===== config.mk =====
export PLATFORM = sky130hd
export DESIGN_NAME = serial_rgb_led_frame_sender_core
export DESIGN_NICKNAME = d
export VERILOG_FILES = /design/src/rtl/ledfs_pkg.sv /design/src/rtl/serial_rgb_led_frame_sender_core.sv /design/src/rtl/ledfs_dp.sv /design/src/rtl/ledfs_ctrl.sv
export VERILOG_INCLUDE_DIRS = /design/src /design/src/rtl
export SDC_FILE = /design/constraint.sdc
export NUM_CORES = 2
export LEC_CHECK = 0
export ABC_AREA = 1
export BUFFER_PORTS_ARGS = -buffer_cell sky130_fd_sc_hd__clkbuf_2
export CORE_UTILIZATION = 57
export CTS_BUF_LIST = sky130_fd_sc_hd__clkbuf_4 sky130_fd_sc_hd__clkbuf_8 sky130_fd_sc_hd__clkbuf_16
export CTS_CLUSTER_SIZE = 12
export DETAILED_ROUTE_END_ITERATION = 7
export PLACE_DENSITY = 0.76
export SLEW_MARGIN = 40
export SYNTH_ARGS = -nofsm -noshare
export SYNTH_HDL_FRONTEND = slang
export SYNTH_HIERARCHICAL = 1
export SYNTH_SLANG_ARGS = --single-unit

===== constraint.sdc =====
create_clock -name clock -period 3.7 [get_ports clock]
set_clock_uncertainty 0.2 [all_clocks]
set_input_delay 0.185 -clock clock [delete_from_list [all_inputs] [get_ports clock]]
set_output_delay 0.185 -clock clock [all_outputs]
set_load 0.02 [all_outputs]

===== src/rtl/assert_macros.svh =====
// Assertion macros included by the top-level core RTL file.
// ASSERT_HOLDS checks a property on every rising clock edge outside reset.
// ASSERT_NEVER checks that a condition is never true outside reset.
`ifndef ASSERT_MACROS_SVH
`define ASSERT_MACROS_SVH
`ifndef SYNTH
`define ASSERT_HOLDS(label, clk, rst, prop) \
   label: assert property (@(posedge clk) disable iff (rst) prop) \
      else $error("%m: assertion failed");
`define ASSERT_NEVER(label, clk, rst, cond) \
   label: assert property (@(posedge clk) disable iff (rst) !(cond)) \
      else $error("%m: forbidden condition seen");
`else
`define ASSERT_HOLDS(label, clk, rst, prop)
`define ASSERT_NEVER(label, clk, rst, cond)
`endif
`endif


===== src/rtl/ledfs_pkg.sv =====
package ledfs_pkg;

   // Opcodes of a request word
   localparam logic [2:0] OP_SET_PIXEL = 3'd0;
   localparam logic [2:0] OP_SET_FIRST = 3'd1;
   localparam logic [2:0] OP_FILL      = 3'd2;
   localparam logic [2:0] OP_REFRESH   = 3'd3;
   localparam logic [2:0] OP_TICK      = 3'd4;

   // Line timing in 250 ns slots
   localparam logic [2:0]  SLOT_LAST      = 3'd4;
   localparam logic [2:0]  HIGH_SLOTS_ONE = 3'd4;
   localparam logic [2:0]  HIGH_SLOTS_ZERO = 3'd1;
   localparam logic [4:0]  BIT_LAST       = 5'd23;
   localparam logic [15:0] RESET_SLOTS_DEFAULT = 16'd1200;

   typedef struct packed {
      logic [2:0] opcode;
      logic [6:0] pixel_index;
      logic [7:0] red;
      logic [7:0] green;
      logic [7:0] blue;
      logic [7:0] fill_value;
   } req_type;

   typedef struct packed {
      logic line_level;
      logic busy_res;
      logic rejected;
   } rsp_type;

   // Commands from controller to datapath
   typedef struct packed {
      logic wr_pixel;
      logic sweep_start;
      logic sweep_step;
      logic fill;
      logic refresh_start;
      logic load_word;
      logic tick_data;
      logic gap_start;
      logic gap_step;
   } cmd_type;

   // Status from datapath to controller
   typedef struct packed {
      logic idx_ok;
      logic cnt_zero;
      logic sweep_last;
      logic frame_done;
      logic slot_last;
      logic bit_last;
      logic gap_last;
      logic gap_zero;
      logic level;
   } sts_type;

endpackage


===== src/rtl/serial_rgb_led_frame_sender_core.sv =====
// Serial RGB LED frame sender: keeps green, red and blue bytes per pixel
// and drives a one-wire LED chain, one 250 ns slot per tick word.
// Request channel: start with req_data, taken when start is high and busy
// is low. Opcodes set one pixel, set the first n pixels, fill the store,
// start a refresh, or tick one slot of the data line.
// Result channel: one word per request on rsp_data, in the cycle after the
// request is taken, marked by rsp_valid for a single cycle. The receiver
// cannot stall; results are never held.
// Config: csr_we writes csr_wdata into the reset-gap length (slots).
// Throughput: one word per cycle for ticks, single set, fill and all
// rejected words. Set-first-n holds busy for n cycles after it is taken,
// one store row written per cycle. A non-empty refresh holds busy while
// the first pixel is read from the store; ticks then run one per cycle,
// with each next pixel prefetched through the registered store read port.
// Reset: the store reads as all zeros, the line is idle, the gap length is
// 1200 slots; no clearing pass is needed, row valid bits clear at once.
module serial_rgb_led_frame_sender_core #(
   parameter int unsigned PIXELS = 64
) (
   input  logic               clock,
   input  logic               reset,
   input  logic               start,
   output logic               busy,
   input  ledfs_pkg::req_type req_data,
   output logic               rsp_valid,
   output ledfs_pkg::rsp_type rsp_data,
   input  logic               csr_we,
   input  logic [15:0]        csr_wdata
);

   ledfs_pkg::cmd_type cmd;
   ledfs_pkg::sts_type sts;

   ledfs_ctrl u_ctrl (
      .clock     (clock),
      .reset     (reset),
      .start     (start),
      .req       (req_data),
      .sts       (sts),
      .cmd       (cmd),
      .busy      (busy),
      .rsp_valid (rsp_valid),
      .rsp_data  (rsp_data)
   );

   ledfs_dp #(
      .PIXELS (PIXELS)
   ) u_dp (
      .clock     (clock),
      .reset     (reset),
      .req       (req_data),
      .cmd       (cmd),
      .csr_we    (csr_we),
      .csr_wdata (csr_wdata),
      .sts       (sts)
   );

`include "assert_macros.svh"

   // Every taken word yields exactly one result in the next cycle
   `ASSERT_HOLDS(a_rsp_follows_req, clock, reset, (start && !busy) |=> rsp_valid)
   `ASSERT_HOLDS(a_rsp_only_after_req, clock, reset, rsp_valid |-> $past(start && !busy))
   // A high line level comes only from a tick word
   `ASSERT_HOLDS(a_level_from_tick, clock, reset,
      (rsp_valid && rsp_data.line_level) |-> $past(req_data.opcode == ledfs_pkg::OP_TICK))
   // Ticks are never rejected
   `ASSERT_HOLDS(a_tick_not_rejected, clock, reset,
      (start && !busy && req_data.opcode == ledfs_pkg::OP_TICK) |=> !rsp_data.rejected)
   // No store write while the frame is being sent
   `ASSERT_NEVER(a_no_write_in_frame, clock, reset,
      (cmd.wr_pixel || cmd.sweep_step) && (cmd.tick_data || cmd.load_word))

endmodule


===== src/rtl/ledfs_dp.sv =====
module ledfs_dp #(
   parameter int unsigned PIXELS = 64
) (
   input  logic                clock,
   input  logic                reset,
   input  ledfs_pkg::req_type  req,
   input  ledfs_pkg::cmd_type  cmd,
   input  logic                csr_we,
   input  logic [15:0]         csr_wdata,
   output ledfs_pkg::sts_type  sts
);

   localparam int unsigned AW = (PIXELS > 1) ? $clog2(PIXELS) : 1;
   localparam int unsigned CW = $clog2(PIXELS + 1);

   // Pixel store: one row of green, red, blue per pixel
   logic [23:0]       mem [PIXELS];
   logic [23:0]       rd_data_ff;
   logic              rd_vld_ff;
   logic [PIXELS-1:0] vld_ff, vld_in;
   logic [7:0]        fill_ff, fill_in;

   logic [15:0]   reset_slots_ff, reset_slots_in;
   logic [CW-1:0] ptr_ff, ptr_in;
   logic [CW-1:0] count_ff, count_in;
   logic [23:0]   pix_ff, pix_in;
   logic [23:0]   cur_ff, cur_in;
   logic [2:0]    slot_ff, slot_in;
   logic [4:0]    bit_ff, bit_in;
   logic [15:0]   gap_ff, gap_in;

   logic [7:0]    idx8;
   logic [7:0]    clamp8;
   logic [CW-1:0] n_clamp;
   logic          wr_en;
   logic [AW-1:0] wr_addr;
   logic [23:0]   wr_data;
   logic          rd_en;
   logic [23:0]   word;

   // Clamp the pixel count to the store size
   assign idx8    = {1'b0, req.pixel_index};
   assign clamp8  = (idx8 > 8'(PIXELS)) ? 8'(PIXELS) : idx8;
   assign n_clamp = CW'(clamp8);

   // Write port: single pixel set or sweep over the first n pixels
   assign wr_en   = cmd.wr_pixel | cmd.sweep_step;
   assign wr_addr = cmd.wr_pixel ? AW'(req.pixel_index - 7'd1) : ptr_ff[AW-1:0];
   assign wr_data = cmd.wr_pixel ? {req.green, req.red, req.blue} : pix_ff;

   // Read port follows the pointer to the next pixel
   assign rd_en = (ptr_ff < CW'(PIXELS));
   assign word  = rd_vld_ff ? rd_data_ff : {fill_ff, fill_ff, fill_ff};

   always_ff @(posedge clock) begin
      if (wr_en) begin
         mem[wr_addr] <= wr_data;
      end
      if (rd_en) begin
         rd_data_ff <= mem[ptr_ff[AW-1:0]];
         rd_vld_ff  <= vld_ff[ptr_ff[AW-1:0]];
      end
   end

   // Next-state logic for counters and shift register
   always_comb begin
      reset_slots_in = reset_slots_ff;
      vld_in         = vld_ff;
      fill_in        = fill_ff;
      ptr_in         = ptr_ff;
      count_in       = count_ff;
      pix_in         = pix_ff;
      cur_in         = cur_ff;
      slot_in        = slot_ff;
      bit_in         = bit_ff;
      gap_in         = gap_ff;

      if (csr_we) begin
         reset_slots_in = csr_wdata;
      end
      if (wr_en) begin
         vld_in[wr_addr] = 1'b1;
      end
      if (cmd.fill) begin
         vld_in  = '0;
         fill_in = req.fill_value;
      end
      if (cmd.sweep_start) begin
         ptr_in   = '0;
         count_in = n_clamp;
         pix_in   = {req.green, req.red, req.blue};
      end
      if (cmd.sweep_step) begin
         ptr_in = ptr_ff + 1'b1;
      end
      if (cmd.refresh_start) begin
         ptr_in   = '0;
         count_in = n_clamp;
      end
      // Load next pixel, or advance one slot of the current bit
      if (cmd.load_word) begin
         cur_in  = word;
         ptr_in  = ptr_ff + 1'b1;
         slot_in = '0;
         bit_in  = '0;
      end else if (cmd.tick_data) begin
         if (slot_ff == ledfs_pkg::SLOT_LAST) begin
            slot_in = '0;
            cur_in  = {cur_ff[22:0], 1'b0};
            bit_in  = bit_ff + 1'b1;
         end else begin
            slot_in = slot_ff + 1'b1;
         end
      end
      if (cmd.gap_start) begin
         gap_in = reset_slots_ff;
      end else if (cmd.gap_step) begin
         gap_in = gap_ff - 1'b1;
      end
   end

   always_ff @(posedge clock) begin
      if (reset) begin
         reset_slots_ff <= ledfs_pkg::RESET_SLOTS_DEFAULT;
         vld_ff         <= '0;
         fill_ff        <= '0;
         ptr_ff         <= '0;
         count_ff       <= '0;
         slot_ff        <= '0;
         bit_ff         <= '0;
         gap_ff         <= '0;
      end else begin
         reset_slots_ff <= reset_slots_in;
         vld_ff         <= vld_in;
         fill_ff        <= fill_in;
         ptr_ff         <= ptr_in;
         count_ff       <= count_in;
         slot_ff        <= slot_in;
         bit_ff         <= bit_in;
         gap_ff         <= gap_in;
      end
   end

   // Payload registers
   always_ff @(posedge clock) begin
      pix_ff <= pix_in;
      cur_ff <= cur_in;
   end

   // Status toward the controller
   always_comb begin
      sts.idx_ok     = (req.pixel_index != 7'd0) && (idx8 <= 8'(PIXELS));
      sts.cnt_zero   = (n_clamp == '0);
      sts.sweep_last = (CW'(ptr_ff + 1'b1) == count_ff);
      sts.frame_done = (ptr_ff >= count_ff);
      sts.slot_last  = (slot_ff == ledfs_pkg::SLOT_LAST);
      sts.bit_last   = (bit_ff == ledfs_pkg::BIT_LAST);
      sts.gap_last   = (gap_ff == 16'd1);
      sts.gap_zero   = (reset_slots_ff == 16'd0);
      sts.level      = (slot_ff < (cur_ff[23] ? ledfs_pkg::HIGH_SLOTS_ONE
                                              : ledfs_pkg::HIGH_SLOTS_ZERO));
   end

endmodule


===== src/rtl/ledfs_ctrl.sv =====
module ledfs_ctrl (
   input  logic               clock,
   input  logic               reset,
   input  logic               start,
   input  ledfs_pkg::req_type req,
   input  ledfs_pkg::sts_type sts,
   output ledfs_pkg::cmd_type cmd,
   output logic               busy,
   output logic               rsp_valid,
   output ledfs_pkg::rsp_type rsp_data
);

   typedef enum logic [5:0] {
      ST_IDLE  = 6'b000001,
      ST_SWEEP = 6'b000010,
      ST_FETCH = 6'b000100,
      ST_LOAD  = 6'b001000,
      ST_DATA  = 6'b010000,
      ST_GAP   = 6'b100000
   } state_type;

   state_type          state_ff, state_in;
   logic               rsp_valid_ff;
   ledfs_pkg::rsp_type rsp_data_ff, rsp_data_in;

   logic accept;
   logic is_tick;
   logic lvl;
   logic rej;
   logic busy_res;

   assign busy    = (state_ff == ST_SWEEP) || (state_ff == ST_FETCH) || (state_ff == ST_LOAD);
   assign accept  = start && !busy;
   assign is_tick = (req.opcode == ledfs_pkg::OP_TICK);

   // Decode words and sequence the frame
   always_comb begin
      state_in = state_ff;
      cmd      = '0;
      lvl      = 1'b0;
      rej      = 1'b0;
      unique case (state_ff)
         ST_IDLE: begin
            if (accept) begin
               unique case (req.opcode)
                  ledfs_pkg::OP_TICK: begin
                  end
                  ledfs_pkg::OP_SET_PIXEL: begin
                     if (sts.idx_ok) begin
                        cmd.wr_pixel = 1'b1;
                     end else begin
                        rej = 1'b1;
                     end
                  end
                  ledfs_pkg::OP_SET_FIRST: begin
                     if (!sts.cnt_zero) begin
                        cmd.sweep_start = 1'b1;
                        state_in        = ST_SWEEP;
                     end
                  end
                  ledfs_pkg::OP_FILL: begin
                     cmd.fill = 1'b1;
                  end
                  ledfs_pkg::OP_REFRESH: begin
                     cmd.refresh_start = 1'b1;
                     if (!sts.cnt_zero) begin
                        state_in = ST_FETCH;
                     end else if (!sts.gap_zero) begin
                        cmd.gap_start = 1'b1;
                        state_in      = ST_GAP;
                     end
                  end
                  default: begin
                     rej = 1'b1;
                  end
               endcase
            end
         end
         ST_SWEEP: begin
            cmd.sweep_step = 1'b1;
            if (sts.sweep_last) begin
               state_in = ST_IDLE;
            end
         end
         ST_FETCH: begin
            state_in = ST_LOAD;
         end
         ST_LOAD: begin
            cmd.load_word = 1'b1;
            state_in      = ST_DATA;
         end
         ST_DATA: begin
            if (accept) begin
               if (is_tick) begin
                  cmd.tick_data = 1'b1;
                  lvl           = sts.level;
                  if (sts.slot_last && sts.bit_last) begin
                     if (!sts.frame_done) begin
                        cmd.load_word = 1'b1;
                     end else if (sts.gap_zero) begin
                        state_in = ST_IDLE;
                     end else begin
                        cmd.gap_start = 1'b1;
                        state_in      = ST_GAP;
                     end
                  end
               end else begin
                  rej = 1'b1;
               end
            end
         end
         ST_GAP: begin
            if (accept) begin
               if (is_tick) begin
                  cmd.gap_step = 1'b1;
                  if (sts.gap_last) begin
                     state_in = ST_IDLE;
                  end
               end else begin
                  rej = 1'b1;
               end
            end
         end
         default: begin
            state_in = ST_IDLE;
         end
      endcase

      // A tick reports the phase it ran in, other words the phase after them
      if (is_tick) begin
         busy_res = (state_ff == ST_DATA) || (state_ff == ST_GAP);
      end else begin
         busy_res = (state_in == ST_FETCH) || (state_in == ST_LOAD) ||
                    (state_in == ST_DATA) || (state_in == ST_GAP);
      end
      rsp_data_in = '{line_level: lvl, busy_res: busy_res, rejected: rej};
   end

   always_ff @(posedge clock) begin
      if (reset) begin
         state_ff     <= ST_IDLE;
         rsp_valid_ff <= 1'b0;
      end else begin
         state_ff     <= state_in;
         rsp_valid_ff <= accept;
      end
   end

   // Hold the result word for its one strobe cycle
   always_ff @(posedge clock) begin
      rsp_data_ff <= rsp_data_in;
   end

   assign rsp_valid = rsp_valid_ff;
   assign rsp_data  = rsp_data_ff;

endmodule


# Word-level counts from Yosys, hierarchy flattened
# Memories as Yosys holds them, arrays and structs flattened. A register that Yosys moved wholly into a read port is not among the register bits.
# Cells that the tools add are included.
totals:
  regBits: 185
  ramBits: 1536
  in_bits: 62
  output_inout_bits: 5
  word_cells: 149
  memories: 1
classes:
  n_addsub: 5
  order_cmp: 8
  eq_ne: 18
  mux: 72
  n_bitwise: 2
  reduce_logical: 27
mem_list:
  columns: ["memory", "depth", "width", "read_ports", "rd_clocked_by_memory_dff", "write_ports", "line", "text"]
  rows:
  - ["u_dp.mem", 64, 24, 1, 1, 1, "ledfs_dp.sv:17", "logic [23:0] mem [PIXELS];"]
op_table:
  columns: ["operator", "n"]
  rows:
  - ["two-way mux 24 bit", 5]
  - ["two-way mux 6 bit", 14]
  - ["bitwise OR 64 bit", 1]
  - ["two-way mux 7 bit", 7]
  - ["one-hot mux 6 bit (6 select lines)", 1]
  - ["two-way mux 16 bit", 2]
  - ["two-way mux 1 bit", 28]
  - ["== test 16 x 1 -> 1 bit, second input constant", 1]
  - ["zero test 16 bit", 1]
  - ["subtractor 16 x 1 -> 16 bit, second input constant", 1]
  - ["less-than comparator 6 x 7 -> 1 bit, second input constant", 2]
  - ["== test 6 x 3 -> 1 bit, second input constant", 2]
  - ["== test 6 x 4 -> 1 bit, second input constant", 2]
  - ["== test 6 x 5 -> 1 bit, second input constant", 2]
  - ["== test 6 bit, second input constant", 2]
  - ["two-way mux 3 bit", 4]
  - ["one-hot mux 6 bit (2 select lines)", 1]
  - ["two-way mux 2 bit", 4]
  - ["one-hot mux 1 bit (2 select lines)", 4]
  - ["nonzero test 2 bit", 4]
  - ["adder 7 x 1 -> 7 bit, second input constant", 1]
  - ["== test 7 bit", 1]
  - [">= comparator 7 bit", 1]
  - ["greater-than comparator 7 bit, second input constant", 1]
  - ["27 further kinds", 40]

# Longest topological paths before layout
logic_depth:
  depth_word: 13
  ltp_mapped: 20
  ltp_nobuf: 16

# Hierarchy
# The synthesis kept the hierarchy.
modules_own_cells:
  columns: ["module", "n_inst", "cells_per_inst", "area_each_um2", "seq_area_each_um2"]
  rows:
  - ["ledfs_dp", 1, 6358, 71212.0, 50838.8]
  - ["ledfs_ctrl", 1, 120, 775.7, 200.2]

# Worst setup path after synthesis
# OpenSTA, ideal clock, no wires.
synth_path:
  kind: "register to register"
  from: "register u_ctrl.state_ff[1]"
  to: "register u_dp.ptr_ff[5]"
  setup_time_ns: 0.132
  arrival_ns: 3.456
  t_required_ns: 3.368
  slack_ns: -0.088
  path_stages_with_launch: 12
  path_buffers: 0
  period_less_slack_ns: 3.788
  cell_sequence: "dfxtp_1 -> nor2_2 -> nand3_2 -> nand3_4 -> nor2_8 -> nand2_1 -> nor3_1 -> nor2_2 -> inv_1 -> nor3_1 -> nand2_1 -> a21oi_1"
synth_lines:
  columns: ["element", "line", "text"]
  rows:
  - ["from (decl)", "ledfs_ctrl.sv:22", "state_type state_ff, state_in;"]
  - ["from (signal assigned)", "ledfs_ctrl.sv:144", "state_ff <= state_in;"]
  - ["to (signal assigned)", "ledfs_dp.sv:136", "ptr_ff <= ptr_in;"]
  - ["to (decl)", "ledfs_dp.sv:24", "logic [CW-1:0] ptr_ff, ptr_in;"]

==> flow_metrics.env <==
export IMPL_drive_gt1_share_pct=8.90
export IMPL_dp_hpwl_um=110000
export IMPL_syn_area_per_cell_um2=11.1
export IMPL_met2_usage_pct=47.9
export IMPL_wire_per_inst_um=23.5
export IMPL_synth_top_flop_cell="edfxtp_1"
export IMPL_grt_pass1_wl_um=296000
export IMPL_endpoint_kind="flop"
export IMPL_hold_slack_ns=0.132
export IMPL_fin_crit_ns=3.63
export IMPL_setup_viol=0
export IMPL_cts_root_buffer="clkbuf_16"
export IMPL_syn_cell_area_mm2=0.0720
export IMPL_syn_inst=6478
export IMPL_ys_seq_elements=1745
export IMPL_detail_route_antenna_nets=0
export IMPL_synth_nets=6556
export IMPL_path_delay_family="simple AND/OR/NAND/NOR gates"
export IMPL_syn2layout_area_growth_pct=14.2
export IMPL_path_clk_slew_ns=0.06
export IMPL_combinationalPowerShare_pct=2.2
export IMPL_seq_area_frac_synth_pct=70.9
export IMPL_slew_viol_final=0
export IMPL_rows=130
export IMPL_cts_sinks=1745
export IMPL_hold_viol_final=0
export IMPL_gr_usage_all_layers_pct=31.0
export IMPL_setup_tns_final_ns=0
export IMPL_drv_cap=0
export IMPL_dieWidth_um=357
export IMPL_numCtsBuffers=173
export IMPL_criticalPathCategory="reg2reg"
export IMPL_hp_class="in2reg"
export IMPL_synth_edf_count=1609
export IMPL_start_util_pct=57.4
export IMPL_route_detailed_drc=0
export IMPL_switchingPower_mw=7.88
export IMPL_drt_wl_total_um=198000
export IMPL_leakage_nw=30.5
export IMPL_die_area_mm2=0.128
export IMPL_grt_busiest_layer="met2"
export IMPL_slew_headroom_pct=42.0
export IMPL_cp_slowest_stage_delay_ns=0.44
export IMPL_floorplan_die_height_um=357
export IMPL_cellInternalPower_mw=31.1
export IMPL_antenna_found_initial=2
export IMPL_start_kind="flop"
export IMPL_drtIter0Drc=7576
export IMPL_vias_per_cell=6.10
export IMPL_vias=51400
export IMPL_powerDensity_mw_per_mm2=474
export IMPL_grt_pass1_vias=48900
export IMPL_htreeDepth=4
export IMPL_num_fill_cells=8747
export IMPL_met3_usage_pct=5.29
export IMPL_pwr_share_clk_pct=42.8
export IMPL_timing_final_crit_share_pct=98.2
export IMPL_fmax_mhz=275
export IMPL_worstMarginPinSlew_ns=0.866
export IMPL_gp_congestion=0.970
export IMPL_core_mm2=0.125
export IMPL_worstPathMaxFanout=24
export IMPL_grt_util_met1_pct=42.0
export IMPL_io_pins=67
export IMPL_seqPwrFrac_pct=55.1
export IMPL_status="finished clean"
export IMPL_clk_latency_ns=0.83
export IMPL_ys_async_sr_fraction_pct=0
export IMPL_worstPathRequired_ns=3.95
export IMPL_nets=6750
export IMPL_critical_path_buf_inv_count=4
export IMPL_irDropWorstVdd_uv=410
export IMPL_swShare_pct=20.2
export IMPL_cts_tree="done"
export IMPL_synth_warnings=6
export IMPL_synth_distinct_cells=44
export IMPL_grt_max_degree=184
export IMPL_cp_arrival_ns=3.89
export IMPL_clockBufferDepth=3
export IMPL_crit_path_cell_trace="nor2_1 > nand3_2 > nand3_4 > nor2_8 > nand2_1 > nor2_2 > buf_4 > nand2_1 > o21ai_1 > nand3_1 > nor2_2 > buf_4 > nand4_1 > inv_1 > buf_6"
export IMPL_crit_slowest_cell="dfxtp_1"
export IMPL_port_buffer_count=66
export IMPL_gr_total_overflow=0
export IMPL_first_pass_iters=7
-- repair_timing --
| action | 4_1_cts | 5_1_grt |
|---|---|---|
| resized for setup | 0 | 24 |
| setup endpoints to repair | 0 | 612 |
| hold endpoints to repair | 1654 | 0 |
| setup buffers | 0 | 3 |
| hold buffers | 167 | 0 |
-- metrics by stage --
step	instances	instance area, µm²	util, %	power [mW]	worst slack (ns)
2_1_floorplan	6478	72000	-	22.2	0.293
3_3_place_gp	7973	75000	59.8	22.5	0.133
3_5_place_dp	7975	75000	59.8	22.5	0.0847
4_1_cts	8430	82000	65.4	39.0	0.106
5_1_grt	8436	82200	65.6	39.8	-0.0636
6_report	8437	82200	65.6	38.9	0.0650
-- layout make-up --
cell class	count	area (µm²)	area share [%]
Timing Repair Buffer	421	4700	5.72
Antenna cell	2	5.00	0.00609
Sequential cell	1745	51100	62.1
Clock buffer	245	4940	6.00
Multi-Input combinational cell	4107	18200	22.1
Clock inverter	43	410	0.499
Inverter	224	866	1.05
Tap cell	1650	2060	2.51
-- worst paths after layout --
check	startpoint	end	slack [ns]	depth (start not counted)
worst max-delay path	u_ctrl/state_ff[2]$_SDFF_PP0_	u_dp/mem[29][19]$_DFFE_PP_	0.07	15
worst min-delay path	req_data[38]	u_dp/count_ff[0]$_SDFFE_PP0P_	0.13	5
worst max register to register	u_ctrl/state_ff[2]$_SDFF_PP0_	u_dp/mem[29][19]$_DFFE_PP_	0.07	15
worst min register to register	u_dp/vld_ff[0]$_SDFFE_PP0N_	u_dp/vld_ff[0]$_SDFFE_PP0N_	0.25	2
-- worst register-to-register path, cell delays in order, from the launching register on --
cell     delay (ns)
dfxtp_1        0.44
nor2_1         0.11
nand3_2        0.15
nand3_4        0.12
nor2_8         0.16
nand2_1        0.11
nor2_2         0.26
buf_4          0.26
nand2_1        0.08
o21ai_1        0.17
nand3_1        0.24
nor2_2         0.13
buf_4          0.29
nand4_1        0.17
inv_1          0.12
buf_6          0.24
-- layer usage --
metal / vias to the layer above / wire (µm)
li1: 22900 / -
met1: 24700 / 73000
met2: 3264 / 91400
met3: 592 / 22000
met4: 0 / 11800
met5: - / 0
-- registers in the layout, summed over array words and instances, names as in the netlist --
name / cells
u_dp/pix_ff: 24
u_dp/vld_ff: 64
u_ctrl/rsp_data: 3
u_dp/gap_ff: 16
u_dp/mem: 1536
u_ctrl/state_ff: 6
u_dp/cur_ff: 24
u_dp/count_ff: 7
u_dp/bit_ff: 5
u_dp/slot_ff: 3
u_dp/fill_ff: 8
u_dp/ptr_ff: 7
u_dp/rd_vld_ff: 1
u_dp/rd_data_ff: 24
u_ctrl/rsp_valid: 1
u_dp/reset_slots_ff: 16
-- power groups by stage --
stage,Sequential (mW),Combinational (mW),Clock [mW]
final,21.4,0.843,16.7
after CTS,21.4,0.796,16.8
after global routing,21.4,0.883,17.5
after global placement,21.8,0.644,0
after detailed placement,21.9,0.661,0
after floorplan,21.9,0.317,0
-- cells by family (layout without fill, tap and decap cells) --
logic type      count (synthesis)  count (layout)  share of synthesized area, %
simple gates                 3867            3867                          23.1
flops                        1745            1745                          70.9
other cells                     0               2                             0
xor+xnor                        8               8                        0.0973
compound gates                216             216                          1.64
buf+inv                       626             933                          3.95
fa+ha+maj                      16              16                         0.278
-- cell usage after synthesis, types with 3 or more instances --
| master | n | share of area, % |
|---|---|---|
| inv_2 | 5 | 0.026 |
| nor3_1 | 11 | 0.076 |
| buf_2 | 212 | 1.5 |
| nor2_1 | 116 | 0.60 |
| a31oi_1 | 8 | 0.070 |
| nand2_2 | 3 | 0.026 |
| nor4_1 | 9 | 0.078 |
| xor2_1 | 6 | 0.073 |
| nor2_2 | 12 | 0.10 |
| nand3_2 | 4 | 0.056 |
| o22ai_1 | 3 | 0.026 |
| a21oi_2 | 3 | 0.037 |
| nor2_4 | 6 | 0.094 |
| clkbuf_1 | 115 | 0.60 |
| buf_4 | 43 | 0.45 |
| edfxtp_1 | 1609 | 67 |
| o21ai_2 | 4 | 0.049 |
| o211ai_1 | 7 | 0.073 |
| dfxtp_1 | 136 | 3.8 |
| a22oi_1 | 9 | 0.094 |
| buf_6 | 9 | 0.14 |
| nand4_1 | 75 | 0.65 |
| a211oi_1 | 4 | 0.042 |
| o21ai_0 | 43 | 0.30 |
| ha_1 | 16 | 0.28 |
| nand3_1 | 1388 | 9.6 |
| a21oi_1 | 130 | 0.90 |
| buf_1 | 23 | 0.12 |
| inv_1 | 218 | 1.1 |
| nand2_1 | 2234 | 12 |
-- placed cells by master, fill, tap and decap left out, drive strengths merged, types with 16 or more instances in the layout --
cell / instances
edfxtp: 1609
nand2: 2238
nand4: 75
o21ai: 49
clkbuf: 311
nor2: 135
a21oi: 133
inv: 231
dlygate4sd3: 167
clkinv: 34
buf: 188
ha: 16
nand3: 1393
dfxtp: 136
No activity file was read; power rests on OpenSTA's default activity.
